`src/hdl/kint_pkg.sv`:
```
// Shared types and constants for the keyword/identifier/number tokenizer.
package kint_pkg;

  localparam int DEF_COUNT_WIDTH = 16;
  localparam int DEF_MAX_KW_BYTES = 8;
  localparam int QUEUE_DEPTH = 4;

  localparam int OUT_W = 16;
  localparam int CFG_IDX_W = 2;
  localparam int CFG_DATA_W = 64;
  localparam int KW_LEN_W = 4;

  // register reset values
  localparam logic [7:0] RST_ADD_SYM = 8'd43;
  localparam logic [7:0] RST_ASSIGN_SYM = 8'd61;
  localparam logic [63:0] RST_KW_BYTES = 64'd1869112165;
  localparam logic [KW_LEN_W-1:0] RST_KW_LEN = 4'd4;

  // character codes
  localparam logic [7:0] CH_UP_A = 8'h41;
  localparam logic [7:0] CH_UP_Z = 8'h5A;
  localparam logic [7:0] CH_LO_A = 8'h61;
  localparam logic [7:0] CH_LO_Z = 8'h7A;
  localparam logic [7:0] CH_UNDER = 8'h5F;
  localparam logic [7:0] CH_0 = 8'h30;
  localparam logic [7:0] CH_9 = 8'h39;
  localparam logic [7:0] CH_NL = 8'h0A;
  localparam logic [7:0] CH_TAB = 8'h09;
  localparam logic [7:0] CH_CR = 8'h0D;
  localparam logic [7:0] CH_SPACE = 8'h20;

  typedef enum logic [CFG_IDX_W-1:0] {
    CFG_ADD_SYM    = 2'd0,
    CFG_ASSIGN_SYM = 2'd1,
    CFG_KW_BYTES   = 2'd2,
    CFG_KW_LEN     = 2'd3
  } cfg_reg_t;

  typedef enum logic [2:0] {
    KIND_INT    = 3'd0,
    KIND_ID     = 3'd1,
    KIND_KEY    = 3'd2,
    KIND_ADD    = 3'd3,
    KIND_ASSIGN = 3'd4,
    KIND_ERR    = 3'd5
  } kind_t;

  typedef struct packed {
    kind_t            kind;
    logic [OUT_W-1:0] start;
    logic [OUT_W-1:0] len;
    logic [OUT_W-1:0] line;
    logic [OUT_W-1:0] col;
  } token_t;

  // one queue entry: tokens caused by one request, tok0 always used
  typedef struct packed {
    token_t tok0;
    token_t tok1;
    logic   two;
  } qent_t;

endpackage

```
`src/hdl/keyword_ident_number_tokenizer.sv`:
```
// Top level of the keyword/identifier/number tokenizer.
//
//  channel | direction | handshake             | payload
//  --------+-----------+-----------------------+----------------------------------------
//  in_     | input     | in_valid / in_ready   | text_byte, end_of_input
//  out_    | output    | out_valid / out_ready | token_kind, start_offset, token_length,
//          |           |                       | line_number, column_number, last_token
//  cfg_    | input     | cfg_valid / cfg_ready | cfg_index, cfg_data
//
// One request is taken per cycle while the queue has room; the scanner updates its
// state in that same cycle and writes 0..2 tokens as one entry into a 4-deep queue.
// The output stage sends one token per cycle while out_ready is high, so a
// request that yields two tokens holds its queue entry until both are sent;
// the output port sets the rate. A request reaches out_valid via the queue
// and the output register. in_ready drops only while the queue is full; out_ready
// low stalls only the output stage and queue. cfg_ready is always high.
// Reset (rst_n low, synchronous) empties the queue and output, clears the
// scanner and loads the register defaults. No clearing pass is needed.
module keyword_ident_number_tokenizer
  import kint_pkg::*;
#(
  parameter int COUNT_WIDTH = DEF_COUNT_WIDTH,
  parameter int MAX_KEYWORD_BYTES = DEF_MAX_KW_BYTES
) (
  input  logic                  clk,
  input  logic                  rst_n,

  input  logic                  in_valid,
  output logic                  in_ready,
  input  logic [7:0]            in_text_byte,
  input  logic                  in_end_of_input,

  output logic                  out_valid,
  input  logic                  out_ready,
  output logic [2:0]            out_token_kind,
  output logic [OUT_W-1:0]      out_start_offset,
  output logic [OUT_W-1:0]      out_token_length,
  output logic [OUT_W-1:0]      out_line_number,
  output logic [OUT_W-1:0]      out_column_number,
  output logic                  out_last_token,

  input  logic                  cfg_valid,
  output logic                  cfg_ready,
  input  logic [CFG_IDX_W-1:0]  cfg_index,
  input  logic [CFG_DATA_W-1:0] cfg_data
);

  logic  q_full, q_push, q_pop, q_head_valid;
  qent_t q_push_ent, q_head;
  logic  in_take;

  // config writes are never held off
  assign cfg_ready = 1'b1;
  assign in_ready  = !q_full;
  assign in_take   = in_valid && in_ready;

  // front: classify bytes, frame tokens
  kint_front #(
    .COUNT_WIDTH  (COUNT_WIDTH),
    .MAX_KW_BYTES (MAX_KEYWORD_BYTES)
  ) u_front (
    .clk       (clk),
    .rst_n     (rst_n),
    .cfg_we    (cfg_valid && cfg_ready),
    .cfg_idx   (cfg_index),
    .cfg_wdata (cfg_data),
    .accept    (in_take),
    .text_byte (in_text_byte),
    .eoi       (in_end_of_input),
    .push      (q_push),
    .push_ent  (q_push_ent)
  );

  // decoupling queue
  kint_queue #(
    .DEPTH (QUEUE_DEPTH)
  ) u_queue (
    .clk        (clk),
    .rst_n      (rst_n),
    .push       (q_push),
    .push_ent   (q_push_ent),
    .full       (q_full),
    .pop        (q_pop),
    .head_valid (q_head_valid),
    .head       (q_head)
  );

  // back: one token per cycle while out_ready is high onto the output request channel
  kint_back u_back (
    .clk        (clk),
    .rst_n      (rst_n),
    .head_valid (q_head_valid),
    .head       (q_head),
    .pop        (q_pop),
    .out_valid  (out_valid),
    .out_ready  (out_ready),
    .out_kind   (out_token_kind),
    .out_start  (out_start_offset),
    .out_len    (out_token_length),
    .out_line   (out_line_number),
    .out_col    (out_column_number),
    .out_last   (out_last_token)
  );

endmodule

```
`src/hdl/kint_front.sv`:
```
// Scanner front end: config registers, byte classing and token framing.
module kint_front
  import kint_pkg::*;
#(
  parameter int COUNT_WIDTH = DEF_COUNT_WIDTH,
  parameter int MAX_KW_BYTES = DEF_MAX_KW_BYTES
) (
  input  logic                  clk,
  input  logic                  rst_n,
  input  logic                  cfg_we,
  input  logic [CFG_IDX_W-1:0]  cfg_idx,
  input  logic [CFG_DATA_W-1:0] cfg_wdata,
  input  logic                  accept,
  input  logic [7:0]            text_byte,
  input  logic                  eoi,
  output logic                  push,
  output qent_t                 push_ent
);

  typedef enum logic [1:0] {
    MODE_IDLE,
    MODE_NUM,
    MODE_IDENT
  } mode_t;

  localparam logic [COUNT_WIDTH-1:0] CMAX = {COUNT_WIDTH{1'b1}};
  localparam logic [COUNT_WIDTH-1:0] CONE = {{(COUNT_WIDTH-1){1'b0}}, 1'b1};

  logic [7:0]            add_sym_r, assign_sym_r;
  logic [63:0]           kw_bytes_r;
  logic [KW_LEN_W-1:0]   kw_len_r;

  mode_t                 mode_r, mode_nxt;
  logic                  kwok_r, kwok_nxt;
  logic                  failed_r, failed_nxt;
  logic [COUNT_WIDTH-1:0] p_start_r, p_start_nxt, p_len_r, p_len_nxt;
  logic [COUNT_WIDTH-1:0] p_line_r, p_line_nxt, p_col_r, p_col_nxt;
  logic [COUNT_WIDTH-1:0] idx_r, idx_nxt, line_r, line_nxt, col_r, col_nxt;

  logic                  is_dig, is_alp, is_sp, is_add, is_asg;
  logic [KW_LEN_W-1:0]   kw_len;
  logic [COUNT_WIDTH-1:0] kw_len_ext;
  logic                  match_len, match_0;
  token_t                tok_p, tok_s;

  function automatic logic [COUNT_WIDTH-1:0] sat_inc(input logic [COUNT_WIDTH-1:0] v);
    sat_inc = (v == CMAX) ? v : v + CONE;
  endfunction

  function automatic logic [OUT_W-1:0] sat16(input logic [COUNT_WIDTH-1:0] v);
    logic [COUNT_WIDTH+OUT_W-1:0] ext;
    ext = {{OUT_W{1'b0}}, v};
    sat16 = (|ext[COUNT_WIDTH+OUT_W-1:OUT_W]) ? {OUT_W{1'b1}} : ext[OUT_W-1:0];
  endfunction

  // byte classes
  always_comb begin
    is_dig = (text_byte >= CH_0) && (text_byte <= CH_9);
    is_alp = ((text_byte >= CH_UP_A) && (text_byte <= CH_UP_Z)) ||
             ((text_byte >= CH_LO_A) && (text_byte <= CH_LO_Z)) ||
             (text_byte == CH_UNDER);
    is_sp  = (text_byte == CH_SPACE) ||
             ((text_byte >= CH_TAB) && (text_byte <= CH_CR));
    is_add = (text_byte == add_sym_r);
    is_asg = (text_byte == assign_sym_r);
  end

  // keyword compare against the byte at the current token position
  always_comb begin
    kw_len = (kw_len_r > KW_LEN_W'(MAX_KW_BYTES)) ? KW_LEN_W'(MAX_KW_BYTES) : kw_len_r;
    kw_len_ext = {{(COUNT_WIDTH-KW_LEN_W){1'b0}}, kw_len};
    match_len = (p_len_r < kw_len_ext) &&
                (kw_bytes_r[{p_len_r[2:0], 3'b000} +: 8] == text_byte);
    match_0 = (kw_len != '0) && (kw_bytes_r[7:0] == text_byte);
  end

  // pending token and one-byte token views
  always_comb begin
    tok_p.kind = (mode_r == MODE_NUM) ? KIND_INT :
                 (kwok_r && (p_len_r == kw_len_ext)) ? KIND_KEY : KIND_ID;
    tok_p.start = sat16(p_start_r);
    tok_p.len   = sat16(p_len_r);
    tok_p.line  = sat16(p_line_r);
    tok_p.col   = sat16(p_col_r);
    tok_s.kind  = is_add ? KIND_ADD : (is_asg ? KIND_ASSIGN : KIND_ERR);
    tok_s.start = sat16(idx_r);
    tok_s.len   = {{(OUT_W-1){1'b0}}, 1'b1};
    tok_s.line  = sat16(line_r);
    tok_s.col   = sat16(col_r);
  end

  always_comb begin
    mode_nxt    = mode_r;
    kwok_nxt    = kwok_r;
    failed_nxt  = failed_r;
    p_start_nxt = p_start_r;
    p_len_nxt   = p_len_r;
    p_line_nxt  = p_line_r;
    p_col_nxt   = p_col_r;
    idx_nxt     = idx_r;
    line_nxt    = line_r;
    col_nxt     = col_r;
    push        = 1'b0;
    push_ent.tok0 = tok_p;
    push_ent.tok1 = tok_s;
    push_ent.two  = 1'b0;

    if (accept && eoi) begin
      push = !failed_r && (mode_r != MODE_IDLE);
      mode_nxt    = MODE_IDLE;
      kwok_nxt    = 1'b0;
      failed_nxt  = 1'b0;
      p_start_nxt = '0;
      p_len_nxt   = '0;
      p_line_nxt  = '0;
      p_col_nxt   = '0;
      idx_nxt     = '0;
      line_nxt    = '0;
      col_nxt     = '0;
    end else if (accept && !failed_r) begin
      if (mode_r == MODE_NUM && is_dig) begin
        p_len_nxt = sat_inc(p_len_r);
      end else if (mode_r == MODE_IDENT && (is_alp || is_dig)) begin
        kwok_nxt  = !is_dig && kwok_r && match_len;
        p_len_nxt = sat_inc(p_len_r);
      end else begin
        // token boundary: flush pending, then scan byte from idle
        push = (mode_r != MODE_IDLE);
        mode_nxt = MODE_IDLE;
        kwok_nxt = 1'b0;
        if (is_dig || is_alp) begin
          mode_nxt    = is_dig ? MODE_NUM : MODE_IDENT;
          kwok_nxt    = is_alp && match_0;
          p_start_nxt = idx_r;
          p_len_nxt   = CONE;
          p_line_nxt  = line_r;
          p_col_nxt   = col_r;
        end else if (!is_sp) begin
          failed_nxt = !is_add && !is_asg;
          if (mode_r == MODE_IDLE) begin
            push_ent.tok0 = tok_s;
          end else begin
            push_ent.two = 1'b1;
          end
          push = 1'b1;
        end
      end
      if (!failed_nxt) begin
        idx_nxt = sat_inc(idx_r);
        if (text_byte == CH_NL) begin
          line_nxt = sat_inc(line_r);
          col_nxt  = '0;
        end else begin
          col_nxt = sat_inc(col_r);
        end
      end
    end
  end

  always_ff @(posedge clk) begin
    if (!rst_n) begin
      add_sym_r    <= RST_ADD_SYM;
      assign_sym_r <= RST_ASSIGN_SYM;
      kw_bytes_r   <= RST_KW_BYTES;
      kw_len_r     <= RST_KW_LEN;
      mode_r       <= MODE_IDLE;
      kwok_r       <= 1'b0;
      failed_r     <= 1'b0;
      p_start_r    <= '0;
      p_len_r      <= '0;
      p_line_r     <= '0;
      p_col_r      <= '0;
      idx_r        <= '0;
      line_r       <= '0;
      col_r        <= '0;
    end else begin
      if (cfg_we) begin
        case (cfg_reg_t'(cfg_idx))
          CFG_ADD_SYM:    add_sym_r    <= cfg_wdata[7:0];
          CFG_ASSIGN_SYM: assign_sym_r <= cfg_wdata[7:0];
          CFG_KW_BYTES:   kw_bytes_r   <= cfg_wdata;
          CFG_KW_LEN:     kw_len_r     <= cfg_wdata[KW_LEN_W-1:0];
          default: ;
        endcase
      end
      mode_r    <= mode_nxt;
      kwok_r    <= kwok_nxt;
      failed_r  <= failed_nxt;
      p_start_r <= p_start_nxt;
      p_len_r   <= p_len_nxt;
      p_line_r  <= p_line_nxt;
      p_col_r   <= p_col_nxt;
      idx_r     <= idx_nxt;
      line_r    <= line_nxt;
      col_r     <= col_nxt;
    end
  end

  // an error always leaves the scanner idle
  a_failed_idle: assert property (@(posedge clk) disable iff (!rst_n)
    failed_r |-> (mode_r == MODE_IDLE) && !kwok_r)
    else $error("failed scanner holds a pending token");

  // keyword match can only be live inside an identifier
  a_kwok_ident: assert property (@(posedge clk) disable iff (!rst_n)
    kwok_r |-> (mode_r == MODE_IDENT))
    else $error("keyword match flag outside identifier");

endmodule

```
`src/hdl/kint_queue.sv`:
```
// Small FIFO of token entries between scanner and output stage.
module kint_queue
  import kint_pkg::*;
#(
  parameter int DEPTH = QUEUE_DEPTH
) (
  input  logic  clk,
  input  logic  rst_n,
  input  logic  push,
  input  qent_t push_ent,
  output logic  full,
  input  logic  pop,
  output logic  head_valid,
  output qent_t head
);

  localparam int AW = (DEPTH > 1) ? $clog2(DEPTH) : 1;
  localparam int CW = $clog2(DEPTH + 1);

  qent_t          mem_r [DEPTH];
  logic [AW-1:0]  wr_ptr_r, rd_ptr_r;
  logic [CW-1:0]  cnt_r;

  function automatic logic [AW-1:0] ptr_inc(input logic [AW-1:0] p);
    ptr_inc = (p == AW'(DEPTH - 1)) ? '0 : p + 1'b1;
  endfunction

  assign full       = (cnt_r == CW'(DEPTH));
  assign head_valid = (cnt_r != '0);
  assign head       = mem_r[rd_ptr_r];

  always_ff @(posedge clk) begin
    if (push) begin
      mem_r[wr_ptr_r] <= push_ent;
    end
  end

  always_ff @(posedge clk) begin
    if (!rst_n) begin
      wr_ptr_r <= '0;
      rd_ptr_r <= '0;
      cnt_r    <= '0;
    end else begin
      if (push) wr_ptr_r <= ptr_inc(wr_ptr_r);
      if (pop)  rd_ptr_r <= ptr_inc(rd_ptr_r);
      if (push && !pop) begin
        cnt_r <= cnt_r + 1'b1;
      end else if (pop && !push) begin
        cnt_r <= cnt_r - 1'b1;
      end
    end
  end

  a_no_overflow: assert property (@(posedge clk) disable iff (!rst_n)
    push |-> !full)
    else $error("push into full queue");

  a_no_underflow: assert property (@(posedge clk) disable iff (!rst_n)
    pop |-> head_valid)
    else $error("pop from empty queue");

endmodule

```
`src/hdl/kint_back.sv`:
```
// Output stage: splits queue entries into single tokens, registered.
module kint_back
  import kint_pkg::*;
(
  input  logic             clk,
  input  logic             rst_n,
  input  logic             head_valid,
  input  qent_t            head,
  output logic             pop,
  output logic             out_valid,
  input  logic             out_ready,
  output logic [2:0]       out_kind,
  output logic [OUT_W-1:0] out_start,
  output logic [OUT_W-1:0] out_len,
  output logic [OUT_W-1:0] out_line,
  output logic [OUT_W-1:0] out_col,
  output logic             out_last
);

  logic   valid_r, valid_nxt;
  logic   half_r, half_nxt;
  logic   last_r, last_nxt;
  token_t tok_r, tok_nxt;
  logic   load;

  always_comb begin
    load      = !valid_r || out_ready;
    valid_nxt = valid_r && !out_ready;
    half_nxt  = half_r;
    last_nxt  = last_r;
    tok_nxt   = tok_r;
    pop       = 1'b0;
    if (load && head_valid) begin
      valid_nxt = 1'b1;
      if (head.two && !half_r) begin
        tok_nxt  = head.tok0;
        last_nxt = 1'b0;
        half_nxt = 1'b1;
      end else begin
        tok_nxt  = head.two ? head.tok1 : head.tok0;
        last_nxt = 1'b1;
        half_nxt = 1'b0;
        pop      = 1'b1;
      end
    end
  end

  always_ff @(posedge clk) begin
    if (!rst_n) begin
      valid_r <= 1'b0;
      half_r  <= 1'b0;
    end else begin
      valid_r <= valid_nxt;
      half_r  <= half_nxt;
    end
    last_r <= last_nxt;
    tok_r  <= tok_nxt;
  end

  assign out_valid = valid_r;
  assign out_kind  = tok_r.kind;
  assign out_start = tok_r.start;
  assign out_len   = tok_r.len;
  assign out_line  = tok_r.line;
  assign out_col   = tok_r.col;
  assign out_last  = last_r;

  // first half of a pair was sent: its entry must still head the queue
  a_half_head: assert property (@(posedge clk) disable iff (!rst_n)
    half_r |-> head_valid && head.two)
    else $error("second token lost");

  // first half out means the shown token is not the last one
  a_half_last: assert property (@(posedge clk) disable iff (!rst_n)
    half_r |-> valid_r && !last_r)
    else $error("pair split marked last on first token");

endmodule
```
`config.mk`:
```
export PLATFORM = sky130hd
export DESIGN_NAME = keyword_ident_number_tokenizer
export DESIGN_NICKNAME = d
export VERILOG_FILES = /design/src/hdl/kint_pkg.sv /design/src/hdl/keyword_ident_number_tokenizer.sv /design/src/hdl/kint_front.sv /design/src/hdl/kint_queue.sv /design/src/hdl/kint_back.sv
export SDC_FILE = /design/constraint.sdc
export NUM_CORES = 1
export LEC_CHECK = 0
export BUFFER_PORTS_ARGS = -buffer_cell sky130_fd_sc_hd__buf_2
export CORE_MARGIN = 3
export CORE_UTILIZATION = 40
export CTS_CLUSTER_SIZE = 24
export DETAILED_ROUTE_END_ITERATION = 8
export PLACE_DENSITY = 0.67
export SYNTH_ARGS = -nofsm -noshare
export SYNTH_HDL_FRONTEND = slang
export SYNTH_SLANG_ARGS = --single-unit
```
`constraint.sdc`:
```
create_clock -name clk -period 13.3 [get_ports clk]
set_input_delay 2.66 -clock clk [delete_from_list [all_inputs] [get_ports clk]]
set_output_delay 2.66 -clock clk [all_outputs]
set_load 0.02 [all_outputs]
```
==> After elaboration in Yosys (flattened, before gate mapping) <==
Memories as Yosys holds them, arrays and structs flattened. A register that Yosys moved wholly into a read port is not among the register bits.
Cells that the tools add are included.
{ "word_totals": {"register_bits": 277, "latch_bits": 0, "mem_bits_rw": 476, "mem_bits_ro": 0, "in_bits": 80, "out_inout_bits": 71, "n_memories": 1} }
{ "op_classes": {"add_sub_neg": 8, "mul": 0, "n_div": 0, "order_cmp": 10, "n_eq_ne": 21, "shifts": 1, "n_mux": 55, "bitwise_logic": 6, "reduce_logical": 56} }
{ "memory_table": {"columns": ["name", "depth", "width", "rd", "rd_ports_with_merged_regs", "wr", "line", "source"], "rows": [
  ["u_queue.mem_r", 4, 119, 1, 1, 1, "kint_queue.sv:20", "qent_t mem_r [DEPTH];"]
]} }
{ "ops": {"columns": ["cell", "n"], "rows": [
  ["two-way mux 67 bit", 9],
  ["two-way mux 16 bit", 6],
  ["adder 16 x 1 -> 16 bit, second input constant", 4],
  ["== test 16 bit, second input constant", 4],
  ["variable part select 64 x 7 -> 8 bit", 1],
  ["== test 8 bit", 4],
  ["two-way mux 1 bit", 28],
  ["logical AND 1 bit", 22],
  ["== test 16 x 4 -> 1 bit", 1],
  [">= comparator 8 x 7 -> 1 bit, second input constant", 2],
  ["less-or-equal comparator 8 x 7 -> 1 bit, second input constant", 2],
  ["< comparator 16 x 4 -> 1 bit", 1],
  ["two-way mux 2 bit", 7],
  ["two-way mux 3 bit", 4],
  ["AND reduction 2 bit", 6],
  ["== test 2 bit, second input constant", 5],
  ["zero test 1 bit", 10],
  ["AND reduction 3 bit", 3],
  ["== test 8 x 4 -> 1 bit, second input constant", 1],
  ["== test 8 x 6 -> 1 bit, second input constant", 1],
  ["== test 8 x 7 -> 1 bit, second input constant", 1],
  [">= comparator 8 x 4 -> 1 bit, second input constant", 1],
  [">= comparator 8 x 6 -> 1 bit, second input constant", 1],
  ["less-or-equal comparator 8 x 4 -> 1 bit, second input constant", 1],
  ["other kinds (17)", 32]
]} }

==> Longest topological paths before layout <==
{ "logic_depth": {"ltp_word": 14, "ltp_mapped": 12} }

==> Hierarchy <==
A second synthesis with hierarchy kept.
{ "hier_totals": {"hier_cells": 2126, "area_unflattened_um2": 33170.6} }
{ "by_module_without_submodules": {"columns": ["module", "instances", "cells_per_inst", "area_per_inst_um2", "seq_area_each_um2"], "rows": [
  ["kint_queue", 1, 749, 19906.6, 16395.7],
  ["kint_front", 1, 1217, 10171.0, 4003.8],
  ["kint_back", 1, 156, 3071.7, 2082.0],
  ["keyword_ident_number_tokenizer", 1, 4, 21.3, 0.0]
]} }

==> Least setup slack after synthesis <==
OpenSTA, ideal clock, no wires.
{ "synth_path": {"kind": "input to register", "startpoint": "in out_ready", "endpoint": "reg u_queue.cnt_r[2]", "setup_time_ps": 70, "arrival_ps": 7774, "required_time_ps": 13230, "slack_ps": 5456, "stages": 9, "n_path_buf": 0, "path_cell_list": "inv_1 a21oi_1 nand2_1 ha_1 inv_1 fa_1 xor2_1 or3_1 a21oi_1"} }
{ "synth_between": {"elab_chain_cells": 6, "elab_cells_between_ends": 8, "classes_between": "mux: 2; reduce/logical: 6"} }
{ "synth_rtl": {"columns": ["item", "line", "source"], "rows": [
  ["start, declared", "keyword_ident_number_tokenizer.sv:34", "input logic out_ready,"],
  ["logical OR 1 bit *", "kint_back.sv:27", "load = !valid_r || out_ready;"],
  ["logical AND 1 bit *", "kint_back.sv:33", "if (load && head_valid) begin"],
  ["two-way mux 1 bit *", "kint_back.sv:33", null],
  ["zero test 1 bit", "kint_queue.sv:46", "if (push && !pop) begin"],
  ["logical AND 1 bit", "kint_queue.sv:46", null],
  ["two-way mux 3 bit / nonzero test 2 bit (equally long branches)", null, null],
  ["end signal, assigned", "kint_queue.sv:47", "cnt_r <= cnt_r + 1'b1;"],
  ["end signal, assigned", "kint_queue.sv:49", "cnt_r <= cnt_r - 1'b1;"],
  ["end, declared", "kint_queue.sv:22", "logic [CW-1:0] cnt_r;"]
]} }
Mark *: on every way between the ends. The rest lies on a longest branch, timed or not.
A chain may end at the register's enable or synchronous reset.

==> Worst setup path after layout <==
{ "layout_path": {"startpoint": "in in_valid", "endpoint": "mem u_queue.mem_r[3][70] in the netlist's numbering, enable pin"} }
{ "layout_between": {"elab_chain_cells": 6, "elab_cells_between_ends": 7, "classes_between": "mux: 4; reduce/logical: 3"} }
{ "layout_rtl": {"columns": ["item", "line", "source"], "rows": [
  ["start, declared", "keyword_ident_number_tokenizer.sv:28", "input logic in_valid,"],
  ["logical AND 1 bit *", "keyword_ident_number_tokenizer.sv:55", "assign in_take = in_valid && in_ready;"],
  ["logical AND 1 bit", "kint_front.sv:120", "end else if (accept && !failed_r) begin"],
  ["two-way mux 1 bit", "kint_front.sv:120", null],
  ["two-way mux 1 bit *", "kint_front.sv:108", "if (accept && eoi) begin"],
  ["via q_push", "keyword_ident_number_tokenizer.sv:48", "logic q_full, q_push, q_pop, q_head_valid;"],
  ["two-way mux 1 bit *", "kint_queue.sv:33", "if (push) begin"],
  ["two-way mux 1 bit (implied by the code) *", "kint_queue.sv:34", "mem_r[wr_ptr_r] <= push_ent;"],
  ["end, declared", "kint_queue.sv:20", null]
]} }
Mark *: on every way through the listed nets, which the timed path passes. The rest lies on a longest branch.

==> summary.md <==
| Metric | Value |
|---|---|
| Global routing usage summed across all routing layers | 0.164 |
| Most used flip-flop cell after synthesis | sky130_fd_sc_hd__edfxtp_1 |
| Netlist Area Pre-Place | around 30000 um^2 |
| Required @ worst endpoint | ~14000 ps |
| Overall die width | roughly 280 um |
| Final WL | 64.7 mm |
| Quantity of gates resized following cts | 0 |
| Setup repair bufs after CTS | 0 |
| PD cells | between 150 and 200 nW/um^2 |
| Class of the most critical setup path | input port to register |
| Max-slew headroom | 0.111 |
| # port buffers | 149 |
| Actual transition at the worst max-transition pin | 1330 ps |
| Die Y-Extent | between 200 and 300 um |
| Global placement routability congestion | 0.824 |
| Worst-case clock buffer depth | 3 |
| Area growth from synthesis to layout | 14.6% |
| Number of buffer and inverter instances along the worst setup path | 3 |
| # setup viols final | 0 |
| Count of flip-flops with a built-in enable after synthesis | roughly 540 |
| Most used cells in the layout excluding fill and tap cells | sky130_fd_sc_hd__edfxtp_1, sky130_fd_sc_hd__nand2_1, sky130_fd_sc_hd__dfxtp_1 |
| Detailed-route wire length per cell | roughly 20 um |
| IO Count | ~150 |
| TritonRoute pass-1 iters | 5 |
| Number of max-slew violations in the final report | 0 |
| Flop and latch count out of synthesis | 755 |
| Launch point of the worst hold path | u_front.kw_bytes_r[20] |
| Final count of hold timing violations | 0 |
| Clock tree root driver cell | sky130_fd_sc_hd__clkbuf_16 |
| TritonCTS Sinks | roughly 760 |
| Net total in the final layout | 2274 |
| Worst path arrival time | about 6300 ps |
| Minimum period implied by the final worst setup slack | roughly 6000 ps |
| Leakage | 0.0118 uW |
| Cell-by-cell listing of the critical path | buf_2 > nand3b_1 > o41ai_2 > and2_4 > buf_4 > buf_4 |
| Total power | 6320 uW |
| Period utilization | 0.453 |
| CP startpoint kind | input port |
| Worst min-delay path endpoint | u_front.kw_bytes_r[20] |
| Overflow after GRT | 0 |
| DRC violations left | 0 |
| Unrepaired setup endpoints after global routing | false |
| Fin Clk Skew | between 30 and 40 ps |
| Worst hold path class | register to register |
| Register-to-register path setup slack | ~8400 ps |
| Synthesized Nets | approximately 2.1k |
| Effective utilization at floorplan | 0.406 |
| Cell family contributing the most delay on the critical path | buffers and inverters |
| Crit. path cell count | 6 |
| Deepest level of the CTS H-tree | 3 |
| Placed cells | 3067 |
| Number of max-cap violations | 0 |
| Hold-fix buffers at CTS | 0 |
| Sequential fraction of the synthesis area | 0.677 |
| Peak supply drop | roughly 0.15 mV |
| CP Max Fanout | 76 |
| Number of antenna violations at the first check in global routing | 6 |
| Number of global-route vias before repair | between 15k and 20k |
| Hold Slack | around 450 ps |
| Slowest stage cell, crit path | sky130_fd_sc_hd__o41ai_2 |
| Post-detailed-route via-to-cell ratio | about 5.4 |
| Count of synthesis-stage warnings from yosys | 0 |
| Post-Syn Instances | 2046 |
| Share of post-route cells with drive strength above 1 | 0.236 |
| CP max stage delay | roughly 980 ps |
| Maximum operating frequency | around 170 MHz |
| Count of placed standard cells in the final layout, fillers left out | ~3.2k |
| Number of instances on the worst hold path | 2 |
| Pin count of the biggest net entering global routing | between 70 and 80 |
| Wire length of the first global-routing pass | slightly above 100 mm |
| CTS Buf Count | between 70 and 80 |
| Cell count of the worst reg-to-reg path | 6 |
| Detailed placer's ending HPWL | between 30 and 40 mm |
| Most common cell after layout, fill and taps aside | sky130_fd_sc_hd__edfxtp_1 |
| Crit Reg-Reg Endpoint | u_back.out_col[15] |
| Clk_lat worst skew | 640 ps |
| CTS tree | yes |
| Status | finished clean |
| Drt first-iter violations | ~1.4k |
| Kind of capture point of the worst setup path | register |
| Library cells used by synthesis | 65 |
| Site Rows | 100 |
| Clock transition at the register clock pins on the worst setup and hold paths after CTS | approximately 60 ps |
| Syn avg cell area | approximately 15 um^2 |
| Floorplan Core Area | ~75000 um^2 |
| Antenna viol nets, final | 0 |
| Async SR Flop Fraction | 0 |
| Total number of vias | 17.3k |
| Setup TNS | 0 ps |
| Most frequent CP cell | sky130_fd_sc_hd__buf_4 |
| Die area | just under 80000 um^2 |
logic make-up after synthesis:
kind of cell               after synthesis  share of synthesized area
buffers and inverters                  139                     0.0198
DFF                                    755                      0.677
and+or+nand+nor                        598                     0.0953
adders and majority gates               15                    0.00642
xor gates and xnor gates                50                     0.0144
AOI/OAI and AO/OA                      222                     0.0415
muxes                                  266                      0.146
other                                    1                   0.000123
cell usage after synthesis (all sizes together), types with 13 or more instances:
library cell	n	area share
edfxtp	544	0.54
nand2	303	0.037
dfxtp	211	0.14
a21oi	155	0.026
mux4	131	0.097
mux2	101	0.037
clkbuf	78	0.0096
nand3	62	0.010
nor2	51	0.0063
buf	42	0.0079
and2	36	0.0074
mux2i	34	0.011
xnor2	30	0.0086
nand4	27	0.0056
or4	25	0.0062
o21ai	24	0.0040
o31ai	22	0.0054
xor2	20	0.0058
inv	19	0.0023
or3	18	0.0037
nor3	16	0.0028
ha	14	0.0058
and3	13	0.0029
final cells by class:
cell class	instances	area (um^2)
inverter	19	71.3
clock buffer	109	2210
tap	969	1210
antenna	2	5.00
clock inverter	39	536
sequential	755	20600
fill	6402	40000
timing repair buffer	172	918
multi-input combinational	1152	9300
flip-flops by register name (all words and copies together) (netlist names), 2 cells and up, named ones only:
register and cells:
u_queue.mem_r 476, u_front.kw_bytes_r 64, u_back.out_col 16, u_back.out_len 16
u_back.out_line 16, u_back.out_start 16, u_front.col_r 16, u_front.idx_r 16
u_front.line_r 16, u_front.p_col_r 16, u_front.p_len_r 16, u_front.p_line_r 16
u_front.p_start_r 16, u_front.add_sym_r 8, u_front.assign_sym_r 8, u_front.kw_len_r 4
u_back.out_kind 3, u_queue.cnt_r 3, u_front.mode_r 2, u_queue.rd_ptr_r 2
u_queue.wr_ptr_r 2
metal layers:
metal | vias up | routed length (um) | track usage | part of all wire
met5 | - | 39 | 0 | 0.00060
met2 | 474 | 32000 | 0.279 | 0.50
met1 | 8659 | 27000 | 0.210 | 0.42
li1 | 8053 | - | - | -
met3 | 138 | 3570 | 0.0332 | 0.055
met4 | 6 | 2080 | 0.0593 | 0.032
worst max path at each step:
| stage | startpoint | end | slack [ps] |
|---|---|---|---|
| finish | in_valid | u_queue.mem_r[3][70] | 7280 |
| CTS | in_valid | u_queue.mem_r[3][25] | 7270 |
| floorplan | out_ready | u_queue.cnt_r[2] | 5460 |
| global placement | in_text_byte[1] | u_queue.mem_r[3][20] | 6680 |
| detailed placement | in_valid | u_queue.mem_r[3][72] | 6570 |
| global route | in_valid | u_queue.mem_r[3][70] | 6990 |
power breakdown:
group,switching (uW),internal [uW]
clock network,926,1360
logic,669,477
registers,105,2790
through the flow:
stage	util	instance area (um^2)	setup WS [ps]
2_1_floorplan	-	30400	5460
3_3_place_gp	0.429	32100	6680
3_5_place_dp	0.429	32100	6570
4_1_cts	0.465	34800	7270
5_1_grt	0.465	34800	6990
6_report	0.465	34800	7280
worst min-delay path: cells and delay by family (launching register included):
| family | cells | cell delay [ps] |
|---|---|---|
| AOI/OAI and AO/OA | 1 | 50 |
| DFF | 1 | 310 |
| and+or+nand+nor | 1 | 50 |
(Power assumes the default switching activity.)
